**config.mk**
```make
export PLATFORM = sky130hd
export DESIGN_NAME = multi_button_debounce_press_events_flat
export DESIGN_NICKNAME = d
export VERILOG_FILES = /design/src/hdl/mbd_pkg.sv /design/src/hdl/mbd_if.sv /design/src/hdl/mbd_cfg.sv /design/src/hdl/mbd_lane.sv /design/src/hdl/mbd_merge.sv /design/src/hdl/multi_button_debounce_press_events.sv /design/src/flat_wrapper.sv
export SDC_FILE = /design/constraint.sdc
export NUM_CORES = 2
export LEC_CHECK = 0
export ABC_AREA = 1
export ABC_CLOCK_PERIOD_IN_PS = 4300
export BUFFER_PORTS_ARGS = -buffer_cell sky130_fd_sc_hd__buf_2
export CAP_MARGIN = 0
export CORE_ASPECT_RATIO = 0.75
export CORE_MARGIN = 10
export CORE_UTILIZATION = 40
export DETAILED_ROUTE_END_ITERATION = 6
export PLACE_DENSITY = 0.54
export SYNTH_ARGS = -nofsm -noshare
export SYNTH_HDL_FRONTEND = slang
export SYNTH_HIERARCHICAL = 1
export SYNTH_SLANG_ARGS = --single-unit
export TNS_END_PERCENT = 5
```
**constraint.sdc**
```tcl
create_clock -name clk -period 4.3 [get_ports clk]
set_input_delay 0.215 -clock clk [delete_from_list [all_inputs] [get_ports clk]]
set_output_delay 0.215 -clock clk [all_outputs]
set_load 0.02 [all_outputs]
```
**src/hdl/mbd_pkg.sv**
```systemverilog
package mbd_pkg;

	localparam int BUTTONS     = 8;
	localparam int TIME_W      = 32;
	localparam int RAW_W       = 8;
	localparam int DEB_W       = 16;
	localparam int IDS_W       = 64;
	localparam int ID_W        = 8;
	localparam int IDX_W       = 3;
	localparam int CODE_W      = 9;
	localparam int DATA_W      = 64;
	localparam int ADDR_W      = 5;
	localparam int REG_SEL_LSB = 3;

	localparam logic [CODE_W-1:0] SOUND_OFFSET = CODE_W'(4);
	localparam logic [DEB_W-1:0]  DEB_RESET    = DEB_W'(50);

	typedef enum logic [1:0] {
		REG_INPUT_ENABLE = 2'd0,
		REG_DEBOUNCE_MS  = 2'd1,
		REG_SOUND_IDS    = 2'd2
	} reg_idx_t;

	typedef struct packed {
		logic              input_enable;
		logic [DEB_W-1:0]  debounce_ms;
		logic [IDS_W-1:0]  sound_ids;
	} cfg_t;

endpackage

```
**src/hdl/mbd_if.sv**
```systemverilog
interface mbd_poll_if;
	logic                       valid;
	logic                       ready;
	logic [mbd_pkg::TIME_W-1:0] now_ms;
	logic [mbd_pkg::RAW_W-1:0]  raw_pressed;

	modport source (output valid, output now_ms, output raw_pressed, input ready);
	modport sink   (input valid, input now_ms, input raw_pressed, output ready);
endinterface

interface mbd_event_if;
	logic                       valid;
	logic                       ready;
	logic [mbd_pkg::IDX_W-1:0]  button_index;
	logic [mbd_pkg::CODE_W-1:0] sound_code;
	logic                       last_event;

	modport source (output valid, output button_index, output sound_code, output last_event,
		input ready);
	modport sink   (input valid, input button_index, input sound_code, input last_event,
		output ready);
endinterface

```
**src/hdl/mbd_cfg.sv**
```systemverilog
module mbd_cfg (
	input  logic                        clk,
	input  logic                        arst_n,
	input  logic                        psel,
	input  logic                        penable,
	input  logic                        pwrite,
	input  logic [mbd_pkg::ADDR_W-1:0]  paddr,
	input  logic [mbd_pkg::DATA_W-1:0]  pwdata,
	output logic [mbd_pkg::DATA_W-1:0]  prdata,
	output logic                        pready,
	output mbd_pkg::cfg_t               cfg
);
	import mbd_pkg::*;

	cfg_t     cfg_q;
	reg_idx_t sel;
	logic     wr;

	assign sel    = reg_idx_t'(paddr[ADDR_W-1:REG_SEL_LSB]);
	assign wr     = psel && penable && pwrite;
	assign pready = 1'b1;
	assign cfg    = cfg_q;

	always_ff @(posedge clk or negedge arst_n) begin
		if (!arst_n) begin
			cfg_q.input_enable <= 1'b1;
			cfg_q.debounce_ms  <= DEB_RESET;
			cfg_q.sound_ids    <= '0;
		end else if (wr) begin
			case (sel)
				REG_INPUT_ENABLE: cfg_q.input_enable <= pwdata[0];
				REG_DEBOUNCE_MS:  cfg_q.debounce_ms  <= pwdata[DEB_W-1:0];
				REG_SOUND_IDS:    cfg_q.sound_ids    <= pwdata[IDS_W-1:0];
				default: ;
			endcase
		end
	end

	always_comb begin
		case (sel)
			REG_INPUT_ENABLE: prdata = DATA_W'(cfg_q.input_enable);
			REG_DEBOUNCE_MS:  prdata = DATA_W'(cfg_q.debounce_ms);
			REG_SOUND_IDS:    prdata = DATA_W'(cfg_q.sound_ids);
			default:          prdata = '0;
		endcase
	end

endmodule

```
**src/hdl/mbd_lane.sv**
```systemverilog
module mbd_lane (
	input  logic                        clk,
	input  logic                        arst_n,
	input  logic                        step,
	input  logic [mbd_pkg::TIME_W-1:0]  now_ms,
	input  logic                        raw,
	input  logic [mbd_pkg::DEB_W-1:0]   debounce_ms,
	output logic                        press
);
	import mbd_pkg::*;

	logic              last_raw_q;
	logic              stable_q;
	logic [TIME_W-1:0] change_time_q;
	logic [TIME_W-1:0] change_time_d;
	logic [TIME_W-1:0] elapsed;
	logic              settled;
	logic              flip;

	// restart the hold window on any raw edge, then compare wrapped age
	assign change_time_d = (raw != last_raw_q) ? now_ms : change_time_q;
	assign elapsed       = now_ms - change_time_d;
	assign settled       = elapsed >= TIME_W'(debounce_ms);
	assign flip          = settled && (stable_q != raw);
	assign press         = step && flip && raw;

	always_ff @(posedge clk or negedge arst_n) begin
		if (!arst_n) begin
			last_raw_q    <= 1'b0;
			stable_q      <= 1'b0;
			change_time_q <= '0;
		end else if (step) begin
			last_raw_q    <= raw;
			change_time_q <= change_time_d;
			if (flip)
				stable_q <= raw;
		end
	end

endmodule

```
**src/hdl/mbd_merge.sv**
```systemverilog
module mbd_merge (
	input  logic                        clk,
	input  logic                        arst_n,
	input  logic                        load,
	input  logic [mbd_pkg::BUTTONS-1:0] press_mask,
	input  logic [mbd_pkg::IDS_W-1:0]   sound_ids,
	output logic                        can_load,
	mbd_event_if.source                 evt
);
	import mbd_pkg::*;

	logic [BUTTONS-1:0] pend_q;
	logic [BUTTONS-1:0] pick;
	logic [BUTTONS-1:0] pend_left;
	logic [IDX_W-1:0]   pick_idx;
	logic               take;
	logic               out_valid_q;
	logic [IDX_W-1:0]   idx_q;
	logic [CODE_W-1:0]  code_q;
	logic               last_q;

	// lowest pending button goes first
	always_comb begin
		pick     = '0;
		pick_idx = '0;
		for (int i = BUTTONS - 1; i >= 0; i--) begin
			if (pend_q[i]) begin
				pick     = '0;
				pick[i]  = 1'b1;
				pick_idx = IDX_W'(i);
			end
		end
	end

	assign take      = (pend_q != '0) && (!out_valid_q || evt.ready);
	assign pend_left = take ? (pend_q & ~pick) : pend_q;
	assign can_load  = (pend_left == '0);

	always_ff @(posedge clk or negedge arst_n) begin
		if (!arst_n) begin
			pend_q      <= '0;
			out_valid_q <= 1'b0;
		end else begin
			pend_q <= load ? press_mask : pend_left;
			if (take)
				out_valid_q <= 1'b1;
			else if (evt.ready)
				out_valid_q <= 1'b0;
		end
	end

	always_ff @(posedge clk) begin
		if (take) begin
			idx_q  <= pick_idx;
			code_q <= CODE_W'(sound_ids[ID_W*pick_idx +: ID_W]) + SOUND_OFFSET;
			last_q <= ((pend_q & ~pick) == '0);
		end
	end

	assign evt.valid        = out_valid_q;
	assign evt.button_index = idx_q;
	assign evt.sound_code   = code_q;
	assign evt.last_event   = last_q;

endmodule

```
**src/hdl/multi_button_debounce_press_events.sv**
```systemverilog
// Debounces BUTTONS push buttons polled at millisecond pace and reports new
// presses. Each poll beat carries a timestamp and the raw pressed levels; on
// acceptance every button lane updates its last raw level, change time and
// stable level in that same cycle (wrapping 32-bit age against debounce_ms),
// and the lanes' press flags land in a pending mask. Events then leave one per
// cycle while the sink is ready, lowest button first, with last_event on the
// final one of the poll; a poll that yields no press emits nothing. A poll
// with k presses (at most 8) holds off the next poll until its events are all
// staged; the next poll is taken in the cycle the final event moves into the
// output register, so polls run at one per cycle when each causes at most one
// press and the sink keeps up. The output register lets a new poll enter
// while an event waits for its sink. With input_enable low, polls are
// accepted and dropped with no state change. Registers sit on an APB port,
// 64-bit data, byte address 8*index: input_enable, debounce_ms, sound_ids.
// Change the registers only while no events are pending.
module multi_button_debounce_press_events (
	input  logic                        clk,
	input  logic                        arst_n,
	mbd_poll_if.sink                    poll,
	mbd_event_if.source                 evt,
	input  logic                        psel,
	input  logic                        penable,
	input  logic                        pwrite,
	input  logic [mbd_pkg::ADDR_W-1:0]  paddr,
	input  logic [mbd_pkg::DATA_W-1:0]  pwdata,
	output logic [mbd_pkg::DATA_W-1:0]  prdata,
	output logic                        pready
);
	import mbd_pkg::*;

	cfg_t               cfg;
	logic               accept;
	logic               step;
	logic               can_load;
	logic [BUTTONS-1:0] press_mask;

	mbd_cfg u_cfg (
		.clk     (clk),
		.arst_n  (arst_n),
		.psel    (psel),
		.penable (penable),
		.pwrite  (pwrite),
		.paddr   (paddr),
		.pwdata  (pwdata),
		.prdata  (prdata),
		.pready  (pready),
		.cfg     (cfg)
	);

	// take a poll once the previous poll's events are all staged
	assign poll.ready = can_load;
	assign accept     = poll.valid && poll.ready;
	// a disabled poll is swallowed without touching lane state
	assign step       = accept && cfg.input_enable;

	for (genvar g = 0; g < BUTTONS; g++) begin : g_lane
		mbd_lane u_lane (
			.clk         (clk),
			.arst_n      (arst_n),
			.step        (step),
			.now_ms      (poll.now_ms),
			.raw         (poll.raw_pressed[g]),
			.debounce_ms (cfg.debounce_ms),
			.press       (press_mask[g])
		);
	end

	// merge lane flags and drain them in button order
	mbd_merge u_merge (
		.clk        (clk),
		.arst_n     (arst_n),
		.load       (accept),
		.press_mask (press_mask),
		.sound_ids  (cfg.sound_ids),
		.can_load   (can_load),
		.evt        (evt)
	);

endmodule

```
**src/flat_wrapper.sv**
```systemverilog
// flat-port wrapper written by rule: the top's interface ports become plain ports
module multi_button_debounce_press_events_flat import mbd_pkg::*;
  (clk, arst_n, psel, penable, pwrite, paddr, pwdata, prdata, pready, poll_valid, poll_now_ms, poll_raw_pressed, poll_ready, evt_valid, evt_button_index, evt_sound_code, evt_last_event, evt_ready);
  mbd_poll_if poll_i ();
  mbd_event_if evt_i ();
  input  logic clk;
  input  logic arst_n;
  input  logic psel;
  input  logic penable;
  input  logic pwrite;
  input  logic [mbd_pkg::ADDR_W-1:0] paddr;
  input  logic [mbd_pkg::DATA_W-1:0] pwdata;
  output logic [mbd_pkg::DATA_W-1:0] prdata;
  output logic pready;
  input wire logic [$bits(poll_i.valid)-1:0] poll_valid;
  input wire logic [$bits(poll_i.now_ms)-1:0] poll_now_ms;
  input wire logic [$bits(poll_i.raw_pressed)-1:0] poll_raw_pressed;
  output wire logic [$bits(poll_i.ready)-1:0] poll_ready;
  output wire logic [$bits(evt_i.valid)-1:0] evt_valid;
  output wire logic [$bits(evt_i.button_index)-1:0] evt_button_index;
  output wire logic [$bits(evt_i.sound_code)-1:0] evt_sound_code;
  output wire logic [$bits(evt_i.last_event)-1:0] evt_last_event;
  input wire logic [$bits(evt_i.ready)-1:0] evt_ready;
  assign poll_i.valid = poll_valid;
  assign poll_i.now_ms = poll_now_ms;
  assign poll_i.raw_pressed = poll_raw_pressed;
  assign poll_ready = poll_i.ready;
  assign evt_valid = evt_i.valid;
  assign evt_button_index = evt_i.button_index;
  assign evt_sound_code = evt_i.sound_code;
  assign evt_last_event = evt_i.last_event;
  assign evt_i.ready = evt_ready;
  multi_button_debounce_press_events u_core (.clk(clk), .arst_n(arst_n), .poll(poll_i), .evt(evt_i), .psel(psel), .penable(penable), .pwrite(pwrite), .paddr(paddr), .pwdata(pwdata), .prdata(prdata), .pready(pready));
endmodule
```
# Yosys cells after proc, flatten, opt, wreduce, memory -nomap -nowiden

Index checks and enable logic that the tools add are counted.

Flip-flop bits (word level): 375
Bits of input ports: 116
Output and inout bits: 80
Logic and storage cells: 146

$add $sub $neg: 9
Magnitude comparators: 8
Eq/ne operators: 18
Shift-type cells: 1
Mux-type cells: 29
Bitwise logic cells: 2
Reduce and logical (&&, ||, !) cells: 47

Operators by type and width:

| operator                                            | number |
|---|---|
| greater-or-equal comparator 32 x 16 -> 1 bit        | 8 |
| two-way mux 32 bit                                  | 8 |
| subtractor 32 bit                                   | 8 |
| case mux 64 bit (3 select lines)                    | 1 |
| two-way mux 8 bit                                   | 10 |
| variable part select 64 x 7 -> 8 bit                | 1 |
| logical AND 1 bit                                   | 29 |
| two-way mux 3 bit                                   | 8 |
| AND reduction 2 bit                                 | 11 |
| logical NOT 8 bit                                   | 2 |
| inequality test 1 bit                               | 16 |
| adder 8 x 3 -> 9 bit, second input constant         | 1 |
| bitwise AND 8 bit                                   | 1 |
| NOT 8 bit                                           | 1 |
| nonzero test 8 bit                                  | 1 |
| equality test 2 x 1 -> 1 bit, second input constant | 1 |
| equality test 2 bit, second input constant          | 1 |
| logical NOT 2 bit                                   | 1 |
| two-way mux 1 bit                                   | 2 |
| nonzero test 2 bit                                  | 1 |
| logical NOT 1 bit                                   | 1 |
| logical OR 1 bit                                    | 1 |

# Longest topological paths before layout

Depth in word-level cells: 17
Gate-level depth with buffers: 35
Mapped depth without buffers: 32

# Modules after synthesis

The synthesis kept the hierarchy.

By module, submodules not included:

| module                                  | times used | cells each | area an instance (sq um) | seq. area each (sq um) |
|---|---|---|---|---|
| mbd_lane at u_core.g_lane[0].u_lane ... | 5          | 747        | 4549.4                   | 850.8 |
| mbd_lane at u_core.g_lane[7].u_lane     | 1          | 749        | 4570.6                   | 850.8 |
| mbd_lane at u_core.g_lane[6].u_lane     | 1          | 752        | 4559.4                   | 850.8 |
| mbd_lane at u_core.g_lane[1].u_lane     | 1          | 749        | 4529.3                   | 850.8 |
| mbd_cfg                                 | 1          | 508        | 3726.1                   | 2031.9 |
| mbd_merge                               | 1          | 246        | 1705.4                   | 615.6 |
| multi_button_debounce_press_events      | 1          | 4          | 17.5                     | 0.0 |

# Least setup slack after synthesis

OpenSTA, ideal clock, no wires.

Path kind: register -> register
Start: register u_core.u_merge.out_valid_q (netlist: u_core/u_merge/evt.valid)
End: register u_core.u_merge.pend_q[7]
Setup time: 0.083 ns
Arrival: 4.143 ns
Required time: 4.217 ns
Path slack: 0.074 ns
Cell stages (with the launch flop): 19
Path buffers: 0
Period minus slack after synthesis: 4.226 ns
Path through: dfrtp_1 -> inv_1 -> nor2_1 -> inv_1 -> o21ai_1 -> inv_1 -> a21oi_1 -> inv_1 -> nand2_1 -> nor4_1 -> nand2_1 -> nor2_2 -> clkinv_1 -> a21oi_1 -> o21a_1 -> nand3_1 -> inv_1 -> nand2_1 -> o21ai_0

Cells in the longest elaborated chain, start to end: 10

Ends and longest elaborated chain:

| what                            | line                                     | RTL |
|---|---|---|
| from (decl)                     | mbd_merge.sv:17                          | `logic out_valid_q;` |
| from (signal assigned)          | mbd_merge.sv:42                          | `out_valid_q <= 1'b0;` |
| from (signal assigned)          | mbd_merge.sv:46                          | `out_valid_q <= 1'b1;` |
| from (signal assigned)          | mbd_merge.sv:48                          | `out_valid_q <= 1'b0;` |
| logical NOT 1 bit               | mbd_merge.sv:35                          | `assign take = (pend_q != '0) && (!out_valid_q \|\| evt.ready);` |
| logical OR 1 bit                | mbd_merge.sv:35                          |  |
| logical AND 1 bit               | mbd_merge.sv:35                          |  |
| net u_core.u_merge.take         | mbd_merge.sv:16                          | `logic take;` |
| two-way mux 8 bit               | mbd_merge.sv:36                          | `assign pend_left = take ? (pend_q & ~pick) : pend_q;` |
| logical NOT 8 bit               | mbd_merge.sv:37                          | `assign can_load = (pend_left == '0);` |
| net poll_ready                  | flat_wrapper.sv:18                       | `output wire logic [$bits(poll_i.ready)-1:0] poll_ready;` |
| logical AND 1 bit               | multi_button_debounce_press_events.sv:52 | `assign accept = poll.valid && poll.ready;` |
| logical AND 1 bit               | multi_button_debounce_press_events.sv:54 | `assign step = accept && cfg.input_enable;` |
| net u_core.step                 | multi_button_debounce_press_events.sv:33 | `logic step;` |
| logical AND 1 bit (2 in series) | mbd_lane.sv:25                           | `assign press = step && flip && raw;` |
| net u_core.press_mask[7]        | multi_button_debounce_press_events.sv:35 | `logic [BUTTONS-1:0] press_mask;` |
| two-way mux 8 bit               | mbd_merge.sv:44                          | `pend_q <= load ? press_mask : pend_left;` |
| to (signal assigned)            | mbd_merge.sv:44                          |  |
| to (decl)                       | mbd_merge.sv:12                          | `logic [BUTTONS-1:0] pend_q;` |

The timed path passes the listed nets, and every way through them passes these cells.
A chain may end at the register's enable or synchronous reset.

# Worst setup path in the final report

Start: input port poll_raw_pressed[3]
End: register u_core.u_merge.pend_q[3]

Cells in the longest elaborated chain, start to end: 8
Elaborated cells on any way between the ends: 9
Those cells by class: add/sub (1); order compare (1); eq/ne (2); mux (2); reduce/logical (3)

Ends and longest elaborated chain:

| what                                         | line                                     | RTL |
|---|---|---|
| from (decl)                                  | flat_wrapper.sv:17                       | `input wire logic [$bits(poll_i.raw_pressed)-1:0] poll_raw_pressed;` |
| inequality test 1 bit                        | mbd_lane.sv:21                           | `assign change_time_d = (raw != last_raw_q) ? now_ms : change_time_q;` |
| two-way mux 32 bit                           | mbd_lane.sv:21                           |  |
| subtractor 32 bit                            | mbd_lane.sv:22                           | `assign elapsed = now_ms - change_time_d;` |
| greater-or-equal comparator 32 x 16 -> 1 bit | mbd_lane.sv:23                           | `assign settled = elapsed >= TIME_W'(debounce_ms);` |
| logical AND 1 bit                            | mbd_lane.sv:24                           | `assign flip = settled && (stable_q != raw);` |
| logical AND 1 bit                            | mbd_lane.sv:25                           |  |
| logical AND 1 bit (*)                        | mbd_lane.sv:25                           |  |
| net u_core.press_mask[3]                     | multi_button_debounce_press_events.sv:35 |  |
| two-way mux 8 bit (*)                        | mbd_merge.sv:44                          |  |

Mark *: on every way through the listed nets, which the timed path passes. The rest lies on a longest branch.

==> metrics.cfg <==
[outcome]
outcome = completed

[setup_path]
crit_type = in2reg
critical-path-max-stage-delay_ns = 0.60
critical_path.max_fanout = 14
crit_arrival_ns = 4.47
crit_path_frequent_cell = nand2_1
slowest_stage = dlygate4sd3_1
r2r_cells = 24
required_ns = 4.78
startpoint_type = input pin
crit_path_end_kind = flop

[final_layout]
synthToLayoutAreaGrowth_pct = 14.5
layout.nets = 7493
drive_above_1_share_pct = 11.9
finish.instance_area_sq_um = 47900
utilization_pct = 46.3
layout_common_cells = nand2_1, inv_1, nor2_1
final_common_cell = nand2_1

[route]
vias = 43298
remaining_drc_errors = 0
drtAntennaViolNets = 0
vias_per_cell = 5.08
dr.pass1.iters = 6
wl_per_cell_um = 18.2
drt-initial-drc-count = 3651
wl_um = 155000

[timing]
tightest_slew_ns = 1.17
setup_ws_ns = 0.307
skew_ns = 0.0216
setup_viol = 0
min_period_ns = 3.99
slew_headroom_pct = 22.0
hold_viol_final = 0
slew_viol_final = 0
fin_crit_sh_pct = 92.9
fmax_mhz = 250

[synth]
synth_area_per_cell_sq_um = 6.21
synth-edff-count = 13
synthesis.area_sq_um = 41900
syn_nets = 7156
yosys_register_bits = 375
syn_inst = 6743
yosysWarnings = 6
synth_top_flop_cell = dfrtp_1
ys_seq_area_share_pct = 22.6
synthArstFlopShare_pct = 96.5
synth_cell_type_count = 53

[placed_design]
dp_hpwl_um = 121000
numPortBuffers = 191
gp_congestion = 0.935
pre_cts_slack_ns = 0.131
place_area_sq_um = 45100

[die]
pin_count = 196
rows = 102
die_height_um = 300
dieArea_sq_um = 118000
die_w_um = 394
core_area_sq_um = 104000
initial_utilization_pct = 40.4

[global_route]
grt_pass1_wl_um = 234000
overflow = 0
grt_pass1_vias = 39095
grt_max_degree = 93
grt_util_all_layers_pct = 25.0
antenna_found_initial = 6

[power]
p_leak_nw = 26.0
power-per-cell-area_nw_per_um2 = 789
power.total_mw = 37.8
irDropWorstVdd_uv = 552

[clock_network]
cts_buffer_depth = 3
clk_pin_slew_ns = 0.06
clock-root-buffer = clkbuf_16
htreeDepth = 2
clk_latency_ns = 0.61
cts_made_buffers = 47
clock-sinks = 375
cts_tree = done

[hold_path]
hold_path_class = in2reg
holdPathStages = 4

[run]
cap_violations = 0

report_power, final:
part	internal, mW	total, mW	switching, mW
Clock	2.59	4.35	1.76
Combinational	9.35	27.3	17.9
Sequential	5.08	6.18	1.09
worst max-delay path: cells and delay by family:
kind | cells | cell delay (ns)
buffers and inverters | 7 | 1.20
adder cells (fa/ha/maj) | 2 | 0.62
AO/OA/AOI/OAI | 3 | 0.32
AND/OR/NAND/NOR | 15 | 1.84
multiplexers | 1 | 0.11
XOR/XNOR | 1 | 0.16
synthesized netlist by cell type (16+ instances only):
cell      count  area (sq um)
nand2_1    2113          7930
inv_1      1155          4340
nor2_1      523          1960
o21ai_0     485          2430
dfrtp_1     358          8960
nand3_1     334          1670
a21oi_1     300          1500
ha_1        297          3720
mux2i_1     152          1520
nand3_2     122          1220
nand2_2     113           707
xor2_1      110           963
nor3_1       95           475
clkbuf_1     79           297
nand4_1      64           400
o21ai_1      48           240
nor2_2       44           275
inv_2        35           131
a31oi_1      32           200
o21bai_1     31           233
nor2_4       28           315
nand2_4      18           203
nand3b_1     18           135
nor4_1       18           113
buf_2        16          80.1
timing repair:
action                                 4_1_cts  5_1_grt
buffers inserted                             0        8
hold buffers                                78        0
resized for setup                            0       69
setup endpoints to repair                    0       11
endpoints found under the hold margin      150        0
logic make-up (layout without fill, tap and decap cells):
| group | Yosys count | in the layout | synth area share, % |
|---|---|---|---|
| AOI/OAI and AO/OA | 955 | 955 | 12.1 |
| xor gates and xnor gates | 122 | 122 | 2.55 |
| buffers and inverters | 1318 | 1691 | 12.4 |
| muxes | 152 | 152 | 3.64 |
| adders and majority gates | 297 | 297 | 8.88 |
| and+or+nand+nor | 3523 | 3523 | 37.9 |
| other | 1 | 3 | 0.00896 |
| DFF | 375 | 375 | 22.6 |
per-stage QoR:
| stage | hold WS (ns) | setup TNS [ns] | std cells |
|---|---|---|---|
| floorplan | -0.0806 | 0 | 6743 |
| global placement | 0.197 | 0 | 8346 |
| detailed placement | 0.192 | 0 | 8346 |
| CTS | 0.0177 | 0 | 8509 |
| global route | 0.0689 | -0.00299 | 8521 |
| finish | 0.0576 | 0 | 8522 |
state kept, by name, indices dropped and copies added (netlist names):
| signal | count |
|---|---|
| u_core/g_lane.u_lane/change_time_q | 256 |
| u_core/u_cfg/cfg | 81 |
| u_core/u_merge/evt.sound_code | 9 |
| u_core/g_lane.u_lane/last_raw_q | 8 |
| u_core/g_lane.u_lane/stable_q | 8 |
| u_core/u_merge/pend_q | 8 |
| u_core/u_merge/evt.button_index | 3 |
| u_core/u_merge/evt.last_event | 1 |
| u_core/u_merge/evt.valid | 1 |
cell type report:
type	instances	area, sq um
antenna	2	5.00
clock buffer	66	1340
clock inverter	19	312
fill	11093	55600
inverter	1192	4470
multi-input combinational	5050	27400
sequential	375	9450
tap	1404	1760
timing repair buffer	414	3140
worst paths after layout:
check / slack (ns) / endpoint / from
worst max-delay path: 0.31 / u_core/u_merge/pend_q[3] / poll_raw_pressed[3]
worst min-delay path: 0.06 / u_core/u_merge/evt.valid / evt_ready
worst max register to register: 0.32 / u_core/u_merge/pend_q[1] / u_core/g_lane[1].u_lane/last_raw_q
worst min register to register: 0.48 / u_core/g_lane[0].u_lane/change_time_q[0] / u_core/g_lane[0].u_lane/change_time_q[0]
max in group asynchronous: 3.18 / u_core/g_lane[2].u_lane/change_time_q[23] / arst_n
min in group asynchronous: 0.12 / u_core/g_lane[6].u_lane/change_time_q[27] / arst_n
routing by layer:
metal  GRT usage [%]  share of wire, %
met4            6.57               2.8
met3            4.01               6.7
met2            37.7                42
met1            36.6                49
met5               0                 0
Power figures use the tool's default switching activity.
